<file path="src/rtl/signed_binary_to_decimal_ascii_assert.svh">
// Assertion macros for the decimal text converter controller.
`ifndef SIGNED_BINARY_TO_DECIMAL_ASCII_ASSERT_SVH
`define SIGNED_BINARY_TO_DECIMAL_ASCII_ASSERT_SVH

// Same-cycle implication, checked out of reset.
`define SB2D_ASSERT_NOW(label, ante, cons, msg) \
    label: assert property (@(posedge clk) disable iff (!rst_n) (ante) |-> (cons)) \
        else $error(msg);

// Next-cycle implication, checked out of reset.
`define SB2D_ASSERT_NEXT(label, ante, cons, msg) \
    label: assert property (@(posedge clk) disable iff (!rst_n) (ante) |=> (cons)) \
        else $error(msg);

`endif

</file>
<file path="src/rtl/sb2d_pkg.sv">
// Shared constants and controller/datapath interface types for the decimal text converter.
package sb2d_pkg;

    // Width of the signed input value.
    localparam int VALUE_WIDTH = 32;

    // Decimal digits needed for the largest magnitude, 2 to the power VALUE_WIDTH-1.
    localparam int NUM_DIGITS = ((((VALUE_WIDTH - 1) * 1233) >> 12) + 1);
    localparam int BCD_W      = 4 * NUM_DIGITS;
    localparam int BIT_CNT_W  = $clog2(VALUE_WIDTH);
    localparam int DIG_CNT_W  = $clog2(NUM_DIGITS);

    // ASCII codes.
    localparam int CHAR_W = 8;
    localparam logic [CHAR_W-1:0] CHAR_ZERO  = 8'd48;
    localparam logic [CHAR_W-1:0] CHAR_MINUS = 8'd45;

    // Commands from the controller to the datapath.
    typedef struct packed {
        logic load;
        logic dabble;
        logic skip_digit;
        logic emit_sign;
        logic emit_digit;
    } sb2d_cmd_t;

    // Status from the datapath to the controller.
    typedef struct packed {
        logic bits_done;
        logic top_zero;
        logic final_digit;
        logic negative;
    } sb2d_sts_t;

endpackage

</file>
<file path="src/rtl/signed_binary_to_decimal_ascii.sv">
// Top level: signed binary to decimal ASCII converter, one character strobed per cycle.
// Each value passes through the accepting cycle, the double-dabble shifts (one per input bit),
// the skipped leading-zero digits, a skip-exit cycle that also strobes any minus sign, and
// the emitted digits; a new value is taken only once busy has dropped.
// The receiver cannot stall; busy drops in the cycle that strobes the last character.
// Reset (rst_n, asynchronous, active low) returns the controller to idle with no strobe.
module signed_binary_to_decimal_ascii
    import sb2d_pkg::*;
(
    input  logic                    clk,
    input  logic                    rst_n,
    input  logic                    start,
    input  logic [VALUE_WIDTH-1:0]  value,
    output logic                    busy,
    output logic                    strobe,
    output logic [CHAR_W-1:0]       character,
    output logic                    last
);

    sb2d_cmd_t cmd;
    sb2d_sts_t sts;

    // Sequencer.
    sb2d_ctrl u_ctrl (
        .clk   (clk),
        .rst_n (rst_n),
        .start (start),
        .sts   (sts),
        .cmd   (cmd),
        .busy  (busy)
    );

    // Conversion datapath.
    sb2d_datapath u_datapath (
        .clk       (clk),
        .rst_n     (rst_n),
        .value     (value),
        .cmd       (cmd),
        .sts       (sts),
        .strobe    (strobe),
        .character (character),
        .last      (last)
    );

endmodule

</file>
<file path="src/rtl/sb2d_datapath.sv">
// Datapath: magnitude and BCD registers, double-dabble shifter, counters and output registers.
module sb2d_datapath
    import sb2d_pkg::*;
(
    input  logic                    clk,
    input  logic                    rst_n,
    input  logic [VALUE_WIDTH-1:0]  value,
    input  sb2d_cmd_t               cmd,
    output sb2d_sts_t               sts,
    output logic                    strobe,
    output logic [CHAR_W-1:0]       character,
    output logic                    last
);

    logic [VALUE_WIDTH-1:0] mag_reg;
    logic [BCD_W-1:0]       bcd_reg;
    logic [BIT_CNT_W-1:0]   bit_cnt_reg;
    logic [DIG_CNT_W-1:0]   dig_cnt_reg;
    logic                   neg_reg;
    logic                   strobe_reg;
    logic [CHAR_W-1:0]      char_reg;
    logic                   last_reg;

    logic [BCD_W-1:0]       bcd_adj;
    logic [VALUE_WIDTH-1:0] value_mag;
    logic [3:0]             top_digit;

    // Each BCD digit of five or more gets three added before the shift.
    always_comb
    begin
        for (int i = 0; i < NUM_DIGITS; i++)
        begin
            if (bcd_reg[4*i +: 4] >= 4'd5)
            begin
                bcd_adj[4*i +: 4] = bcd_reg[4*i +: 4] + 4'd3;
            end
            else
            begin
                bcd_adj[4*i +: 4] = bcd_reg[4*i +: 4];
            end
        end
    end

    // Unsigned magnitude; the most negative value maps to 2 to the power VALUE_WIDTH-1.
    assign value_mag = value[VALUE_WIDTH-1] ? ((~value) + VALUE_WIDTH'(1)) : value;
    assign top_digit = bcd_reg[BCD_W-1 -: 4];

    // Conversion registers.
    always_ff @(posedge clk)
    begin
        if (cmd.load)
        begin
            mag_reg     <= value_mag;
            neg_reg     <= value[VALUE_WIDTH-1];
            bcd_reg     <= '0;
            bit_cnt_reg <= '0;
            dig_cnt_reg <= DIG_CNT_W'(NUM_DIGITS - 1);
        end
        else if (cmd.dabble)
        begin
            bcd_reg     <= {bcd_adj[BCD_W-2:0], mag_reg[VALUE_WIDTH-1]};
            mag_reg     <= {mag_reg[VALUE_WIDTH-2:0], 1'b0};
            bit_cnt_reg <= bit_cnt_reg + BIT_CNT_W'(1);
        end
        else if (cmd.skip_digit || cmd.emit_digit)
        begin
            bcd_reg     <= {bcd_reg[BCD_W-5:0], 4'd0};
            dig_cnt_reg <= dig_cnt_reg - DIG_CNT_W'(1);
        end
    end

    // Result strobe.
    always_ff @(posedge clk or negedge rst_n)
    begin
        if (!rst_n)
        begin
            strobe_reg <= 1'b0;
        end
        else
        begin
            strobe_reg <= cmd.emit_sign | cmd.emit_digit;
        end
    end

    // Result payload.
    always_ff @(posedge clk)
    begin
        if (cmd.emit_sign)
        begin
            char_reg <= CHAR_MINUS;
            last_reg <= 1'b0;
        end
        else if (cmd.emit_digit)
        begin
            char_reg <= CHAR_ZERO + {4'd0, top_digit};
            last_reg <= (dig_cnt_reg == '0);
        end
    end

    assign sts.bits_done   = (bit_cnt_reg == BIT_CNT_W'(VALUE_WIDTH - 1));
    assign sts.top_zero    = (top_digit == 4'd0);
    assign sts.final_digit = (dig_cnt_reg == '0);
    assign sts.negative    = neg_reg;

    assign strobe    = strobe_reg;
    assign character = char_reg;
    assign last      = last_reg;

endmodule

</file>
<file path="src/rtl/sb2d_ctrl.sv">
// Controller: sequences load, double-dabble shifts, leading-zero skip and character emission.
module sb2d_ctrl
    import sb2d_pkg::*;
(
    input  logic      clk,
    input  logic      rst_n,
    input  logic      start,
    input  sb2d_sts_t sts,
    output sb2d_cmd_t cmd,
    output logic      busy
);

`include "signed_binary_to_decimal_ascii_assert.svh"

    typedef enum logic [3:0] {
        ST_IDLE    = 4'b0001,
        ST_CONVERT = 4'b0010,
        ST_SKIP    = 4'b0100,
        ST_EMIT    = 4'b1000
    } state_t;

    state_t state_reg;
    state_t state_next;

    // State register.
    always_ff @(posedge clk or negedge rst_n)
    begin
        if (!rst_n)
        begin
            state_reg <= ST_IDLE;
        end
        else
        begin
            state_reg <= state_next;
        end
    end

    // Next state and datapath commands.
    always_comb
    begin
        state_next = state_reg;
        cmd        = '0;
        unique case (state_reg)
            ST_IDLE:
            begin
                if (start)
                begin
                    cmd.load   = 1'b1;
                    state_next = ST_CONVERT;
                end
            end
            ST_CONVERT:
            begin
                cmd.dabble = 1'b1;
                if (sts.bits_done)
                begin
                    state_next = ST_SKIP;
                end
            end
            ST_SKIP:
            begin
                // Drop leading zeros, but always keep the units digit.
                if (sts.top_zero && !sts.final_digit)
                begin
                    cmd.skip_digit = 1'b1;
                end
                else
                begin
                    cmd.emit_sign = sts.negative;
                    state_next    = ST_EMIT;
                end
            end
            ST_EMIT:
            begin
                cmd.emit_digit = 1'b1;
                if (sts.final_digit)
                begin
                    state_next = ST_IDLE;
                end
            end
            default:
            begin
                state_next = ST_IDLE;
            end
        endcase
    end

    assign busy = (state_reg != ST_IDLE);

    // Checks on the sequencing.
    `SB2D_ASSERT_NEXT(a_start_converts, (state_reg == ST_IDLE) && start,
        state_reg == ST_CONVERT, "Accepted transfer did not start a conversion.")
    `SB2D_ASSERT_NEXT(a_convert_holds, (state_reg == ST_CONVERT) && !sts.bits_done,
        state_reg == ST_CONVERT, "Conversion left before all bits were shifted.")
    `SB2D_ASSERT_NEXT(a_final_returns, (state_reg == ST_EMIT) && sts.final_digit,
        state_reg == ST_IDLE, "Controller did not return to idle after the final digit.")
    `SB2D_ASSERT_NOW(a_emit_exclusive, cmd.emit_sign,
        (state_reg == ST_SKIP) && !cmd.skip_digit, "Sign emitted outside the skip exit.")

endmodule

</file>
<file path="config.mk">
export PLATFORM = sky130hd
export DESIGN_NAME = signed_binary_to_decimal_ascii
export DESIGN_NICKNAME = d
export VERILOG_FILES = /design/src/rtl/sb2d_pkg.sv /design/src/rtl/signed_binary_to_decimal_ascii.sv /design/src/rtl/sb2d_datapath.sv /design/src/rtl/sb2d_ctrl.sv
export VERILOG_INCLUDE_DIRS = /design/src /design/src/rtl
export SDC_FILE = /design/constraint.sdc
export NUM_CORES = 1
export LEC_CHECK = 0
export BUFFER_PORTS_ARGS = -buffer_cell sky130_fd_sc_hd__buf_2
export CORE_ASPECT_RATIO = 0.75
export CORE_MARGIN = 2
export CORE_UTILIZATION = 55
export DETAILED_ROUTE_END_ITERATION = 8
export PLACE_DENSITY = 0.77
export SYNTH_ARGS = -nofsm -noshare
export SYNTH_HDL_FRONTEND = slang
export SYNTH_HIERARCHICAL = 1
export SYNTH_SLANG_ARGS = --single-unit
</file>
<file path="constraint.sdc">
create_clock -name clk -period 2.4 [get_ports clk]
set_input_delay 0.12 -clock clk [delete_from_list [all_inputs] [get_ports clk]]
set_output_delay 0.12 -clock clk [all_outputs]
set_load 0.005 [all_outputs]
</file>
==> qor.yml <==
run_status:
  status: "finished clean"
global_routing:
  grt_pass1_wl_um: 20150
  antenna_found_initial: 0
  grt_max_degree: 68
  grt_pass1_vias: 4422
  grt_overflow: 0
  globalRouteTotalUtil_pct: 22.38
worst_setup_path:
  crit_type: "flop to flop"
  cp_top_family: "simple AND/OR/NAND/NOR gates"
  cp_data_arrival_time_ps: 2440
  critPathMaxStageDelay_ps: 380
  crit_slowest_cell: "dfxtp_1"
  critical_path.endpoint_type: "flop"
  cp-start-kind: "flop"
  cp_cell_sequence: "inv_1, ha_1, nor3b_2, nand2b_1, nor4_1, buf_4, nor2_4, buf_12, mux2_2, nor2_1, a211oi_1"
  critPathBufInv: 3
  crit_required_ps: 2620
  crit_fanout: 55
floorplanning:
  die_h_um: 91.06
  initial_core_util_pct: 57.09
  ioPinCount: 46
  rows: 31
  die_x_um: 120.1
  core_area_um2: 9736
  die_area_um2: 10930
drt:
  post_drt_wl_per_cell_um: 14.91
  drcViolationCount: 0
  dr_wl_met2_um: 5675
  top_layer: "met4"
  num_vias: 4640
  drt_iter0_markers: 288
  via_per_inst: 5.807
  wl_met1_um: 5659
  ant_nets: 0
  wl_met3_um: 466
  routed_wirelength_um: 11910
  firstDrtPassIters: 5
clock_network:
  cts-root-buf: "clkbuf_16"
  cts_made_buffers: 9
  clock-sinks: 93
  htree_levels: 3
  worst_skew_pair.late_latency_ps: 340
  max-clock-path-buffers: 2
  path_clk_slew_ps: 70
  cts_tree: "yes"
placed_design:
  gp_congestion: 0.8611
  port_buffers: 42
  dp_cells: 782
  dp.final_hpwl_um: 8169
finish:
  largest_reg_flops: 40
  antennaDiodeCount: 0
  drive_gt1_share_pct: 13.79
  area_growth_pct: 12.90
  nets: 721
  fin_cells: 799
sta:
  min_period_ps: 2226
  relSlewSlack_pct: 59.36
  finalSetupViolCount: 0
  skew_ps: 6.116
  worst_pin_slew_ps: 609.7
  slew_viol_final: 0
  timing.final.crit_share_pct: 92.75
  timing.hold.ws_ps: 121.1
  hold_viol_final: 0
  fmax_mhz: 449.2
synth:
  async_reset_ff_share_pct: 5.376
  syn-cell-area_um2: 5558
  synth_cells: 632
  syn_avg_cell_area_um2: 8.794
  ys.flop_type: "dfxtp_1"
  yosysTopAreaCell: "dfxtp_1"
  synth-edff-count: 33
  synth_cell_types: 60
  yosys_warnings: 6
  yosys-top-cells-count: "nor2_1 (82), a21oi_1 (65), dfxtp_1 (55), a211oi_1 (44), nand2_1 (41)"
  yosysSeqAreaShare_pct: 39.91
  synthTopCellsByArea: "dfxtp_1 (20%), edfxtp_1 (18%), a211oi_1 (5.9%), a21oi_1 (5.9%), nor2_1 (5.5%)"
  ys_ff_latch: 93
  yosysTopAreaCellShare_pct: 19.81
  yosysMostFrequentCell: "nor2_1"
power:
  ir_drop_v: 0.0007242
  leakagePower_uw: 0.002361
  p_per_area_nw_per_um2: 1177
flow_run:
  drv_cap: 0
hold_path:
  hold_class: "primary input to asynchronous set/reset pin"
placed cells by master (no fill, tap or decap), types with 18 or more instances in the layout:
cell type | Yosys | layout
edfxtp_1 | 33 | 33
buf_2 | 4 | 42
xor2_1 | 31 | 31
nor2_1 | 82 | 81
ha_1 | 24 | 24
nand2_1 | 41 | 41
a21oi_1 | 65 | 65
inv_1 | 27 | 27
a211oi_1 | 44 | 44
dfxtp_1 | 55 | 54
o21ai_0 | 18 | 18
power by group:
part	total (µW)	switching [µW]	leakage (µW)	internal [µW]
Clock	1480	582	0.000152	903
Sequential	2920	527	0.000826	2390
Combinational	2980	1710	0.00138	1270
Total	7380	2820	0.00236	4560
repair_timing:
action / CTS / global route
endpoints found under the setup margin: 0 / 20
setup buffers: 0 / 0
endpoints found under the hold margin: 5 / 0
resized for setup: 0 / 3
hold buffers: 1 / 0
cell families (layout without fill, tap and decap cells):
logic type	Yosys count	in the layout	share of synthesized area, %
XOR/XNOR	45	45	7.091
AND/OR/NAND/NOR	214	214	20.37
multiplexers	6	6	1.103
other	2	3	0.1351
buffers and inverters	67	101	5.178
AO/OA/AOI/OAI	181	181	20.80
flip-flops	93	93	39.91
adder cells (fa/ha/maj)	24	24	5.403
path summary, 6_finish.rpt:
kind / from / end / slack (ps) / depth (start not counted)
setup / recovery: u_datapath/bcd_reg[37]$_SDFFE_PP0P_ / u_datapath/bcd_reg[6]$_SDFFE_PP0P_ / 170 / 11
min in group clk: value[0] / u_datapath/mag_reg[0]$_SDFFCE_PN0P_ / 120 / 2
hold reg to reg: u_datapath/character[4]$_SDFFE_PP0P_ / u_datapath/character[4]$_SDFFE_PP0P_ / 480 / 2
max in group asynchronous: rst_n / u_ctrl/state_reg[0]$_DFFE_PN1P_ / 2070 / 2
setup reg to reg: u_datapath/bcd_reg[37]$_SDFFE_PP0P_ / u_datapath/bcd_reg[6]$_SDFFE_PP0P_ / 170 / 11
hold / removal: rst_n / u_datapath/strobe$_DFF_PN0_ / 120 / 2
area by class of cell:
type | instances | area, µm²
Timing Repair Buffer | 58 | 382.9
Multi-Input combinational cell | 473 | 3092
Clock inverter | 2 | 38.79
Tap cell | 132 | 165.2
Fill cell | 781 | 3461
Clock buffer | 14 | 275.3
Inverter | 27 | 101.3
Sequential cell | 93 | 2220
per-layer routing:
metal,vias to the layer above,track usage [%]
li1,2308,-
met5,-,0
met4,0,5.490
met1,2226,30.45
met2,94,36.60
met3,12,4.523
metrics by stage:
step           setup slack, ps  power [µW]  util [%]  setup TNS [ps]  area, µm²
2_1_floorplan            37.95        5087         -               0       5562
3_3_place_gp             214.0        5658     61.01               0       5939
3_5_place_dp             166.5        5859     61.01               0       5939
4_1_cts                  122.1        7376     64.34               0       6264
5_1_grt                 -4.954        7962     64.45          -4.954       6275
6_report                 173.9        7382     64.45               0       6275
Note: power is estimated with default switching activity, not from simulation.
